===== src/rtl/spq_pkg.sv =====
// Shared types and codes for the sorted priority queue.
package spq_pkg;

	typedef enum logic {
		OP_ENQUEUE = 1'b0,
		OP_DEQUEUE = 1'b1
	} op_t;

	typedef enum logic [1:0] {
		ST_OK    = 2'd0,
		ST_FULL  = 2'd1,
		ST_EMPTY = 2'd2
	} status_t;

	typedef enum logic {
		CTRL_IDLE = 1'b0,
		CTRL_EXEC = 1'b1
	} ctrl_state_t;

	// Commands from the controller to the datapath.
	typedef struct packed {
		logic capture;
		logic execute;
	} spq_cmd_t;

	localparam int unsigned PRIO_BITS   = 3;
	localparam int unsigned STATUS_BITS = 2;
	localparam int unsigned COUNT_BITS  = 5;
	localparam int unsigned OUT_BITS    = 32;

endpackage


===== src/rtl/spq_ctrl.sv =====
// Controller state machine for the sorted priority queue.
module spq_ctrl (
	input  logic              clk,
	input  logic              arst_n,
	input  logic              req_valid,
	output logic              req_stall,
	output logic              rsp_valid,
	input  logic              rsp_stall,
	output spq_pkg::spq_cmd_t cmd
);

	spq_pkg::ctrl_state_t state_q, state_d;
	logic                 rsp_valid_q, rsp_valid_d;

	always_ff @(posedge clk or negedge arst_n) begin
		if (!arst_n) begin
			state_q     <= spq_pkg::CTRL_IDLE;
			rsp_valid_q <= 1'b0;
		end else begin
			state_q     <= state_d;
			rsp_valid_q <= rsp_valid_d;
		end
	end

	always_comb begin
		state_d     = state_q;
		req_stall   = 1'b1;
		cmd.capture = 1'b0;
		cmd.execute = 1'b0;
		rsp_valid_d = rsp_valid_q && rsp_stall;
		unique case (state_q)
			spq_pkg::CTRL_IDLE: begin
				// The result register must be free, or be emptied at this edge.
				req_stall = rsp_valid_q && rsp_stall;
				if (req_valid && !req_stall) begin
					cmd.capture = 1'b1;
					state_d     = spq_pkg::CTRL_EXEC;
				end
			end
			spq_pkg::CTRL_EXEC: begin
				cmd.execute = 1'b1;
				rsp_valid_d = 1'b1;
				state_d     = spq_pkg::CTRL_IDLE;
			end
			default: begin
				state_d = spq_pkg::CTRL_IDLE;
			end
		endcase
	end

	assign rsp_valid = rsp_valid_q;

endmodule


===== src/rtl/spq_datapath.sv =====
// Slot array, insert and remove logic and result register of the priority queue.
module spq_datapath #(
	parameter int unsigned DEPTH        = 16,
	parameter int unsigned PAYLOAD_BITS = 32
) (
	input  logic                                clk,
	input  logic                                arst_n,
	input  spq_pkg::spq_cmd_t                   cmd,
	input  logic                                opcode,
	input  logic [spq_pkg::PRIO_BITS-1:0]       priority_level,
	input  logic [PAYLOAD_BITS-1:0]             payload,
	output logic [spq_pkg::STATUS_BITS-1:0]     status,
	output logic [spq_pkg::COUNT_BITS-1:0]      entry_count,
	output logic                                out_valid,
	output logic [spq_pkg::PRIO_BITS-1:0]       out_priority,
	output logic [spq_pkg::OUT_BITS-1:0]        out_payload
);

	localparam int unsigned CNT_W = $clog2(DEPTH + 1);

	// Operands captured at acceptance.
	spq_pkg::op_t                  op_q;
	logic [spq_pkg::PRIO_BITS-1:0] new_prio_q;
	logic [PAYLOAD_BITS-1:0]       new_data_q;

	// Slot row; slot zero is the head.
	logic [spq_pkg::PRIO_BITS-1:0] slot_prio_q [DEPTH];
	logic [PAYLOAD_BITS-1:0]       slot_data_q [DEPTH];
	logic [CNT_W-1:0]              count_q;

	logic [spq_pkg::PRIO_BITS-1:0] slot_prio_d [DEPTH];
	logic [PAYLOAD_BITS-1:0]       slot_data_d [DEPTH];
	logic [DEPTH-1:0]              keep;
	logic [CNT_W-1:0]              count_d;
	logic                          is_full, is_empty;

	// Result register.
	spq_pkg::status_t              res_status_q, res_status_d;
	logic                          res_valid_q, res_valid_d;
	logic [spq_pkg::PRIO_BITS-1:0] res_prio_q, res_prio_d;
	logic [PAYLOAD_BITS-1:0]       res_data_q, res_data_d;

	assign is_full  = (count_q == CNT_W'(DEPTH));
	assign is_empty = (count_q == '0);

	always_ff @(posedge clk) begin
		if (cmd.capture) begin
			op_q       <= spq_pkg::op_t'(opcode);
			new_prio_q <= priority_level;
			new_data_q <= payload;
		end
	end

	always_comb begin
		// An occupied slot whose priority is not lower than the new entry stays put.
		for (int i = 0; i < DEPTH; i++) begin
			keep[i] = (CNT_W'(i) < count_q) && (slot_prio_q[i] >= new_prio_q);
		end
		for (int i = 0; i < DEPTH; i++) begin
			slot_prio_d[i] = slot_prio_q[i];
			slot_data_d[i] = slot_data_q[i];
		end
		count_d      = count_q;
		res_status_d = spq_pkg::ST_OK;
		res_valid_d  = 1'b0;
		res_prio_d   = '0;
		res_data_d   = '0;
		unique case (op_q)
			spq_pkg::OP_ENQUEUE: begin
				if (is_full) begin
					res_status_d = spq_pkg::ST_FULL;
				end else begin
					for (int i = 0; i < DEPTH; i++) begin
						if (!keep[i]) begin
							if (i == 0 || keep[(i == 0) ? 0 : i - 1]) begin
								slot_prio_d[i] = new_prio_q;
								slot_data_d[i] = new_data_q;
							end else begin
								slot_prio_d[i] = slot_prio_q[(i == 0) ? 0 : i - 1];
								slot_data_d[i] = slot_data_q[(i == 0) ? 0 : i - 1];
							end
						end
					end
					count_d = count_q + CNT_W'(1);
				end
			end
			spq_pkg::OP_DEQUEUE: begin
				if (is_empty) begin
					res_status_d = spq_pkg::ST_EMPTY;
				end else begin
					res_valid_d = 1'b1;
					res_prio_d  = slot_prio_q[0];
					res_data_d  = slot_data_q[0];
					for (int i = 0; i < DEPTH - 1; i++) begin
						slot_prio_d[i] = slot_prio_q[i + 1];
						slot_data_d[i] = slot_data_q[i + 1];
					end
					count_d = count_q - CNT_W'(1);
				end
			end
			default: begin
				res_status_d = spq_pkg::ST_OK;
			end
		endcase
	end

	always_ff @(posedge clk) begin
		if (cmd.execute) begin
			for (int i = 0; i < DEPTH; i++) begin
				slot_prio_q[i] <= slot_prio_d[i];
				slot_data_q[i] <= slot_data_d[i];
			end
			res_prio_q <= res_prio_d;
			res_data_q <= res_data_d;
		end
	end

	always_ff @(posedge clk or negedge arst_n) begin
		if (!arst_n) begin
			count_q      <= '0;
			res_status_q <= spq_pkg::ST_OK;
			res_valid_q  <= 1'b0;
		end else if (cmd.execute) begin
			count_q      <= count_d;
			res_status_q <= res_status_d;
			res_valid_q  <= res_valid_d;
		end
	end

	assign status       = res_status_q;
	assign entry_count  = spq_pkg::COUNT_BITS'(count_q);
	assign out_valid    = res_valid_q;
	assign out_priority = res_prio_q;
	assign out_payload  = spq_pkg::OUT_BITS'(res_data_q);

endmodule


===== src/rtl/sorted_priority_queue.sv =====
// A transaction has its operands captured when it is accepted; the controller then executes it
// and registers the result, which the receiver takes from the response channel.
// The controller captures, then executes, and stalls new requests while it executes.
// Insert and remove compare and shift all slots at once, so depth does not change timing.
// Reset clears the entry count and the controller; slot contents are left undefined,
// and slots at or above the count never affect the results.
module sorted_priority_queue #(
	parameter int unsigned DEPTH        = 16,
	parameter int unsigned PAYLOAD_BITS = 32
) (
	input  logic                            clk,
	input  logic                            arst_n,
	// Request channel.
	input  logic                            req_valid,
	output logic                            req_stall,
	input  logic                            opcode,
	input  logic [spq_pkg::PRIO_BITS-1:0]   priority_level,
	input  logic [PAYLOAD_BITS-1:0]         payload,
	// Response channel.
	output logic                            rsp_valid,
	input  logic                            rsp_stall,
	output logic [spq_pkg::STATUS_BITS-1:0] status,
	output logic [spq_pkg::COUNT_BITS-1:0]  entry_count,
	output logic                            out_valid,
	output logic [spq_pkg::PRIO_BITS-1:0]   out_priority,
	output logic [spq_pkg::OUT_BITS-1:0]    out_payload
);

	// The controller sequences each transaction through capture and execute, and owns
	// the response valid flag. A new request is taken while the previous response is
	// being drained, so the response register never blocks more than it must.
	spq_pkg::spq_cmd_t cmd;

	spq_ctrl u_ctrl (
		.clk       (clk),
		.arst_n    (arst_n),
		.req_valid (req_valid),
		.req_stall (req_stall),
		.rsp_valid (rsp_valid),
		.rsp_stall (rsp_stall),
		.cmd       (cmd)
	);

	// The datapath holds the sorted slot row. An enqueue lands behind every entry of
	// equal or higher priority, so equal priorities leave in arrival order.
	spq_datapath #(
		.DEPTH        (DEPTH),
		.PAYLOAD_BITS (PAYLOAD_BITS)
	) u_datapath (
		.clk            (clk),
		.arst_n         (arst_n),
		.cmd            (cmd),
		.opcode         (opcode),
		.priority_level (priority_level),
		.payload        (payload),
		.status         (status),
		.entry_count    (entry_count),
		.out_valid      (out_valid),
		.out_priority   (out_priority),
		.out_payload    (out_payload)
	);

endmodule

===== config.mk =====
export PLATFORM = sky130hd
export DESIGN_NAME = sorted_priority_queue
export DESIGN_NICKNAME = d
export VERILOG_FILES = /design/src/rtl/spq_pkg.sv /design/src/rtl/spq_ctrl.sv /design/src/rtl/spq_datapath.sv /design/src/rtl/sorted_priority_queue.sv
export SDC_FILE = /design/constraint.sdc
export NUM_CORES = 1
export LEC_CHECK = 0
export BUFFER_PORTS_ARGS = -buffer_cell sky130_fd_sc_hd__buf_2
export CAP_MARGIN = 10
export CORE_MARGIN = 5
export CORE_UTILIZATION = 35
export DETAILED_ROUTE_END_ITERATION = 10
export SLEW_MARGIN = 15
export SYNTH_ARGS = -nofsm -noshare
export SYNTH_HDL_FRONTEND = slang
export SYNTH_SLANG_ARGS = --single-unit
export TNS_END_PERCENT = 5

===== constraint.sdc =====
create_clock -name clk -period 9.2 [get_ports clk]
set_input_delay 0.92 -clock clk [delete_from_list [all_inputs] [get_ports clk]]
set_output_delay 0.92 -clock clk [all_outputs]
set_load 0.05 [all_outputs]

==> results of run 1 <==
cells in the final DEF (no fill, tap or decap), types with 2 or more instances in the layout:
cell and count:
sky130_fd_sc_hd__o21ai_0 3, sky130_fd_sc_hd__buf_12 4, sky130_fd_sc_hd__o221ai_1 14, sky130_fd_sc_hd__or2_1 14, sky130_fd_sc_hd__clkbuf_1 9, sky130_fd_sc_hd__xnor2_1 5, sky130_fd_sc_hd__nor2_4 3, sky130_fd_sc_hd__buf_4 68
sky130_fd_sc_hd__a21oi_4 7, sky130_fd_sc_hd__buf_2 84, sky130_fd_sc_hd__a21o_1 13, sky130_fd_sc_hd__clkbuf_16 74, sky130_fd_sc_hd__clkinvlp_4 2, sky130_fd_sc_hd__a31o_2 2, sky130_fd_sc_hd__clkinv_1 21, sky130_fd_sc_hd__inv_1 24
sky130_fd_sc_hd__bufinv_16 4, sky130_fd_sc_hd__nand2_1 584, sky130_fd_sc_hd__and2_1 37, sky130_fd_sc_hd__dfrtp_1 9, sky130_fd_sc_hd__a31oi_2 10, sky130_fd_sc_hd__a211oi_4 4, sky130_fd_sc_hd__edfxtp_1 631, sky130_fd_sc_hd__o21a_1 16
sky130_fd_sc_hd__o22ai_2 2, sky130_fd_sc_hd__nor2_2 2, sky130_fd_sc_hd__ha_1 52, sky130_fd_sc_hd__and4bb_2 2, sky130_fd_sc_hd__nor2_1 2, sky130_fd_sc_hd__clkinv_2 12, sky130_fd_sc_hd__o211ai_1 966, sky130_fd_sc_hd__inv_6 2
sky130_fd_sc_hd__o21ai_2 2, sky130_fd_sc_hd__mux2_2 37, sky130_fd_sc_hd__nand2b_1 16
cell families after synthesis:
| kind of cell | Yosys count | share of synthesized area (%) |
|---|---|---|
| xor gates and xnor gates | 6 | 0.1612 |
| buffers and inverters | 336 | 4.913 |
| muxes | 37 | 1.278 |
| and+or+nand+nor | 670 | 8.447 |
| adders and majority gates | 52 | 1.996 |
| AOI/OAI and AO/OA | 1045 | 24.32 |
| DFF | 641 | 58.89 |
routing by layer:
metal	global-route usage [%]	part of all wire, %	vias up
li1	-	-	10790
met1	25.71	46	11490
met2	27.99	46	870
met3	2.511	6.2	97
met4	4.045	1.5	4
met5	0	0.030	-
worst max-delay path: cells and delay by family, from the launching register on:
family	cells	cell delay, ns
buffers and inverters	3	1.47
and+or+nand+nor	3	1.22
DFF	1	0.64
AOI/OAI and AO/OA	1	0.36
adders and majority gates	1	0.27
worst paths after layout:
path                       slack [ns]                       from  depth (start not counted)                             end
max                              4.79  u_datapath.entry_count[0]                          8  u_datapath.slot_data_q[1][143]
min                              0.17                     arst_n                          1       u_datapath.entry_count[3]
max reg2reg                      4.79  u_datapath.entry_count[0]                          8  u_datapath.slot_data_q[1][143]
min reg2reg                      0.50       u_datapath.out_valid                          1            u_datapath.out_valid
max in group asynchronous        8.83                     arst_n                          1                  u_ctrl.state_q
min in group clk                 0.47                payload[13]                          1       u_datapath.new_data_q[13]
cell usage after synthesis, drive strengths merged, types with 2 or more instances:
cell,number
and2,37
a31oi,11
a21oi,8
nand2,585
nand2b,16
edfxtp,631
clkbuf,151
and4bb,2
a211oi,5
xnor2,5
or2,16
o21a,16
mux2,37
ha,52
o22ai,3
buf,161
dfrtp,10
nor2,7
or3,2
o211ai,966
a21o,13
o21ai,5
a31o,2
inv,24
o221ai,14
metrics by stage:
stage	utilization (%)	area [sq um]	power, W	worst slack [ns]	cells
finish	38.74	36000	0.01068	4.788	4010
floorplan	-	32600	0.006908	4.264	2787
global route	38.74	36000	0.01118	4.572	4010
global placement	36.38	33800	0.007870	5.066	3885
detailed placement	36.38	33800	0.007941	4.935	3885
CTS	38.74	36000	0.01072	4.920	4010
where the power goes:
group          total (W)  internal (W)  leakage [nW]  switching, W
clock network    0.00276       0.00157          1.08       0.00119
logic            0.00344      0.000986          4.17       0.00245
registers        0.00448       0.00413          6.09      0.000355
registers in the layout (all words and copies together) (netlist names):
signal	cells
u_datapath.slot_data_q	512
u_datapath.slot_prio_q	48
u_datapath.new_data_q	32
u_datapath.out_payload	32
u_datapath.entry_count	5
u_datapath.new_prio_q	3
u_datapath.out_priority	3
u_datapath.status	2
u_ctrl.rsp_valid	1
u_ctrl.state_q	1
u_datapath.op_q	1
u_datapath.out_valid	1
area by class of cell:
class / count / area share, %
multi-input combinational: 1810 / 33.15
clock buffer: 83 / 5.238
tap: 1254 / 4.359
timing repair buffer: 156 / 2.808
sequential: 641 / 53.34
inverter: 24 / 0.2503
clock inverter: 42 / 0.8551
==> impl_results.rst, run 1 <==
.. list-table::
   :header-rows: 1

   * - Metric
     - Value
   * - Die Ht
     - 315.2 um
   * - Area used by multi-input combinational logic
     - between 10000 and 15000 sq um
   * - Crit path launch type
     - register
   * - Area growth from synthesis to layout
     - 10.42%
   * - Post-detailed-route count of antenna-violating nets
     - 0
   * - Type of destination of the critical path
     - register
   * - Number of design-rule violations left by the first detailed-router iteration
     - 2544
   * - Number of global-route vias before repair
     - 22710
   * - Worst hold margin
     - ~0.17 ns
   * - Final HPWL from detailed placement
     - 55.33 mm
   * - Tot GR Track Use
     - 17.63%
   * - Max cap viols
     - 0
   * - Final setup violating endpoints
     - 0
   * - Area fraction of the dominant cell type after synthesis
     - 58.12%
   * - Filler cell count
     - 8890
   * - CTS Root Cell
     - sky130_fd_sc_hd__clkbuf_16
   * - Number of buffers inserted to repair setup after CTS
     - 0
   * - Antenna violations before repair
     - 2
   * - Drt first pass iters
     - 5
   * - Data required time at the worst endpoint
     - 9.64 ns
   * - Number of nets at the end of the flow
     - 2796
   * - Area inside the core boundary
     - just over 90000 sq um
   * - Final wirelength
     - 90.97 mm
   * - Maximum clock path buffer count
     - 3
   * - Count of port buffers added during placement
     - 84
   * - Tmin final
     - 4.412 ns
   * - Fraction of layout cells with a size suffix above 1
     - a little under an eighth
   * - Total die area
     - 99350 sq um
   * - Kind of critical path
     - reg2reg
   * - Mean post-synth cell area
     - between 10 and 15 sq um
   * - Wire length of the first global-routing pass
     - about 140 mm
   * - Clock latency of the later-clocked register in the worst-skew pair
     - 0.62 ns
   * - Rows
     - 112
   * - Share of flip-flops with an asynchronous set or reset after synthesis
     - 1.560%
   * - Number of I/O pins
     - 85
   * - Leading cell types by total area after synthesis
     - sky130_fd_sc_hd__edfxtp_1, sky130_fd_sc_hd__o211ai_1, sky130_fd_sc_hd__nand2_1
   * - EDFF count, synth
     - 631
   * - Cell type of the slowest stage on the worst timing path
     - sky130_fd_sc_hd__buf_4
   * - Mapped Nets
     - between 2000 and 3000
   * - CP peak stage delay
     - 0.85 ns
   * - Total number of vias
     - between 20000 and 25000
   * - Clock slew at reported path FFs
     - 0.06 ns
   * - Crit path cell chain
     - inv_1 -> ha_1 -> and4bb_2 -> nor2_4 -> buf_12 -> buf_4 -> nand2_1 -> o211ai_1
   * - Wire per inst
     - 22.69 um
   * - Maximum achievable frequency
     - 226.7 MHz
   * - Actual transition at the worst max-transition pin
     - 1.322 ns
   * - Setup repair after global routing missed its margin
     - no
   * - Status
     - completed
   * - DR vias/cell
     - around 5.8
   * - Pin count of the biggest net entering global routing
     - 216
   * - Worst slew margin relative to its limit
     - 11.85%
   * - FF+latch count, synth
     - 641
   * - TritonCTS clock tree
     - built
   * - Post-detailed-route DRC marker count
     - 0
   * - Gr ovfl total
     - 0
   * - Cell accounting for the most synthesized area
     - sky130_fd_sc_hd__edfxtp_1
   * - Inserted Diodes
     - 0
   * - Hold_buf cts
     - 0
   * - Power density normalized to cell area
     - 296.7 nW/um^2
   * - Width of the die
     - 315.2 um
   * - Register area share after synthesis
     - 58.89%
   * - Post-synthesis cell area
     - approximately 33000 sq um
   * - Number of instances in the synthesized netlist
     - approximately 2800
   * - Number of endpoints with negative hold slack in the final report
     - 0
   * - Post-route clock period utilization
     - approximately 48%
   * - Final worst clock skew
     - 0.02087 ns
   * - Number of pins with negative max-slew slack in the final report
     - 0
   * - Post-cts resize count
     - 0
   * - Area taken by flip-flops and latches
     - 19200 sq um
   * - Static leakage power
     - 11.33 nW
   * - Biggest fanout along the worst timing path
     - 154
   * - Arr. time, crit path
     - 4.86 ns
   * - Distinct cell type count of the synthesized netlist
     - 47
   * - Worst min-delay path category
     - in2async
   * - Predominant post-synthesis flop cell
     - sky130_fd_sc_hd__edfxtp_1
   * - Yosys warning count
     - 0
   * - Final Wtd Congestion
     - between 0.7 and 0.8
   * - Maximum vdd drop
     - 0.1889 mV
   * - Clock H-tree levels
     - 3
   * - Number of CTS-inserted buffers
     - ~70
   * - Number of sinks on the clock net
     - 641
   * - Initial core utilization
     - 35.09%
   * - Sum of negative setup slack
     - 0 ns
Note: power is estimated with default switching activity, not from simulation.
==> run 2: changes to the inputs <==
==> constraint.sdc (replaced) <==
create_clock -name clk -period 4.33 [get_ports clk]
set_input_delay 0.433 -clock clk [delete_from_list [all_inputs] [get_ports clk]]
set_output_delay 0.433 -clock clk [all_outputs]
set_load 0.05 [all_outputs]
==> run 2 against run 1 <==
Flip-flop and latch count unchanged. Design area up 1.4%. Die area unchanged. Cell count up 1.1%.
==> impl_results.rst, run 2 (synthesis results as in run 1) <==
.. list-table::
   :header-rows: 1

   * - Metric
     - Value
   * - Fraction of layout cells with a size suffix above 1
     - 11.83% (-0.15 points)
   * - Final setup violating endpoints
     - 0 (unchanged)
   * - Post-detailed-route DRC marker count
     - 0 (unchanged)
   * - Kind of critical path
     - reg2reg
   * - Post-route clock period utilization
     - 76.03% (+28 points)
   * - Biggest fanout along the worst timing path
     - 40 (-74%)
   * - Maximum achievable frequency
     - 303.8 MHz (+34%)
   * - CTS Root Cell
     - sky130_fd_sc_hd__clkbuf_16
   * - Total number of vias
     - 22480 (-3.3%)
   * - Final core utilization
     - 39.28% (+0.53 points)
   * - CP peak stage delay
     - 0.62 ns (-0.23 ns)
   * - Clock H-tree levels
     - 3 (unchanged)
   * - Post-detailed-route count of antenna-violating nets
     - 0 (unchanged)
   * - Setup repair after global routing missed its margin
     - no
   * - Most frequent standard cell in the layout excluding fill and tap cells
     - sky130_fd_sc_hd__o211ai_1
   * - Type of destination of the critical path
     - register
   * - Internal reg-to-reg setup slack
     - 1.04 ns (-3.75 ns)
   * - Total die area
     - 99350 sq um (unchanged)
   * - Data required time at the worst endpoint
     - 4.73 ns (-4.91 ns)
   * - Number of nets at the end of the flow
     - 2840 (+1.6%)
   * - Final HPWL from detailed placement
     - 54.89 mm (-0.80%)
   * - Area inside the core boundary
     - 92910 sq um (unchanged)
   * - Post-cts resize count
     - 0 (unchanged)
   * - Maximum vdd drop
     - 0.3163 mV (+67%)
   * - Maximum clock path buffer count
     - 3 (unchanged)
   * - Top flop regs
     - u_datapath.slot_data_q: 512 flops, u_datapath.slot_prio_q: 48 flops
   * - Wire per inst
     - 20.06 um (-12%)
   * - Commonest non-fill, non-tap cells in the layout
     - sky130_fd_sc_hd__o211ai_1, sky130_fd_sc_hd__edfxtp_1, sky130_fd_sc_hd__nand2_1
   * - Area growth from synthesis to layout
     - 11.94%
   * - Width of the die
     - 315.2 um (unchanged)
   * - Largest delay share family, worst path
     - simple AND/OR/NAND/NOR gates
   * - Gr ovfl total
     - 0 (unchanged)
   * - Hold_buf cts
     - 34 (+34)
   * - Worst min-delay path category
     - in2reg
   * - Initial core utilization
     - 35.09% (unchanged)
   * - Final Wtd Congestion
     - 0.7740 (+3.7%)
   * - DR vias/cell
     - 5.545 (-4.4%)
   * - Most flop-heavy register
     - u_datapath.slot_data_q
   * - Number of global-route vias before repair
     - 22640 (-0.32%)
   * - Die Ht
     - 315.2 um (unchanged)
   * - Count of port buffers added during placement
     - 84 (unchanged)
   * - Number of CTS-inserted buffers
     - 73 (+2.8%)
   * - Cell type of the slowest stage on the worst timing path
     - sky130_fd_sc_hd__dfrtp_1
   * - Status
     - completed
   * - Sum of negative setup slack
     - 0 ns (unchanged)
   * - Antenna violations before repair
     - 0 (-2)
   * - Tot GR Track Use
     - 16.03% (-1.6 points)
   * - Max cap viols
     - 0 (unchanged)
   * - Final worst clock skew
     - 0.02624 ns (+0.005367 ns)
   * - Wire length of the first global-routing pass
     - 133.3 mm (-6.0%)
   * - Worst slew margin relative to its limit
     - 25.02% (+13 points)
   * - Final design area excluding fillers
     - 36490 sq um (+1.4%)
   * - Max FFs per register
     - 512 (unchanged)
   * - PnR Total Power
     - 0.02225 W (+110%)
   * - Tmin final
     - 3.292 ns (-1.120 ns)
   * - Number of endpoints with negative hold slack in the final report
     - 0 (unchanged)
   * - Clock latency of the later-clocked register in the worst-skew pair
     - 0.61 ns (about the same)
   * - Drt first pass iters
     - 5 (unchanged)
   * - Crit path launch type
     - register
   * - Power density normalized to cell area
     - 609.6 nW/um^2 (+110%)
   * - Static leakage power
     - 11.53 nW (+1.7%)
   * - Pin count of the biggest net entering global routing
     - 245 (+13%)
   * - DP Area
     - 33960 sq um (+0.47%)
   * - Number of buffers inserted to repair setup after CTS
     - 0 (unchanged)
   * - Number of sinks on the clock net
     - 641 (unchanged)
   * - Clock slew at reported path FFs
     - 0.06 ns (about the same)
   * - Actual transition at the worst max-transition pin
     - 1.125 ns (-0.1977 ns)
   * - Final wirelength
     - 81.33 mm (-11%)
   * - Arr. time, crit path
     - 3.70 ns (-1.16 ns)
   * - Number of pins with negative max-slew slack in the final report
     - 0 (unchanged)
   * - TritonCTS clock tree
     - built
   * - Number of I/O pins
     - 85 (unchanged)
   * - Rows
     - 112 (unchanged)
   * - Crit path cell chain
     - inv_1 -> ha_1 -> and4bb_2 -> nor2_4 -> buf_12 -> buf_4 -> nand2_1 -> o211ai_1
   * - Number of design-rule violations left by the first detailed-router iteration
     - 2150 (-15%)
   * - Sum of buffers and inverters on the critical path
     - 3 (unchanged)
run 2: metrics by stage:
| stage | worst slack, ns | std cells | hold WS, ns |
|---|---|---|---|
| floorplan | 0.03170 | 2787 | 0.1374 |
| global placement | 1.085 | 3893 | 0.3109 |
| detailed placement | 1.038 | 3893 | 0.3117 |
| CTS | 1.030 | 4053 | 0.004153 |
| global route | 0.8609 | 4053 | 0.01184 |
| finish | 1.038 | 4054 | 0.03903 |
run 2: area by class of cell:
class / count / area [sq um]
Fill cell: 8918 / 56420
Sequential cell: 641 / 19200
Multi-Input combinational cell: 1810 / 11930
Clock buffer: 99 / 1967
Tap cell: 1254 / 1569
Timing Repair Buffer: 198 / 1511
Clock inverter: 27 / 220.2
Inverter: 24 / 90.09
Antenna cell: 1 / 2.502
run 2: worst paths after layout:
kind                                            from                             end  cells after the start
max in group asynchronous                     arst_n                  u_ctrl.state_q                      2
setup reg to reg           u_datapath.entry_count[0]  u_datapath.slot_data_q[1][223]                      8
hold / removal                           payload[11]       u_datapath.new_data_q[11]                      1
min in group asynchronous                     arst_n            u_datapath.status[1]                      2
hold reg to reg                 u_datapath.out_valid            u_datapath.out_valid                      1
setup / recovery           u_datapath.entry_count[0]  u_datapath.slot_data_q[1][223]                      8
run 2: power by group:
| group | switching [W] | internal [W] | leakage (nW) | total (W) |
|---|---|---|---|---|
| Sequential | 0.000760 | 0.00877 | 6.09 | 0.00953 |
| Combinational | 0.00474 | 0.00216 | 4.38 | 0.00689 |
| Clock | 0.00247 | 0.00335 | 1.05 | 0.00582 |
run 2: layer usage:
layer	GRT usage, %	wire length, um	vias up
met5	0	0	-
li1	-	-	10920
met3	2.097	4073	75
met4	3.450	991	0
met2	24.14	35190	636
met1	24.73	41080	10850
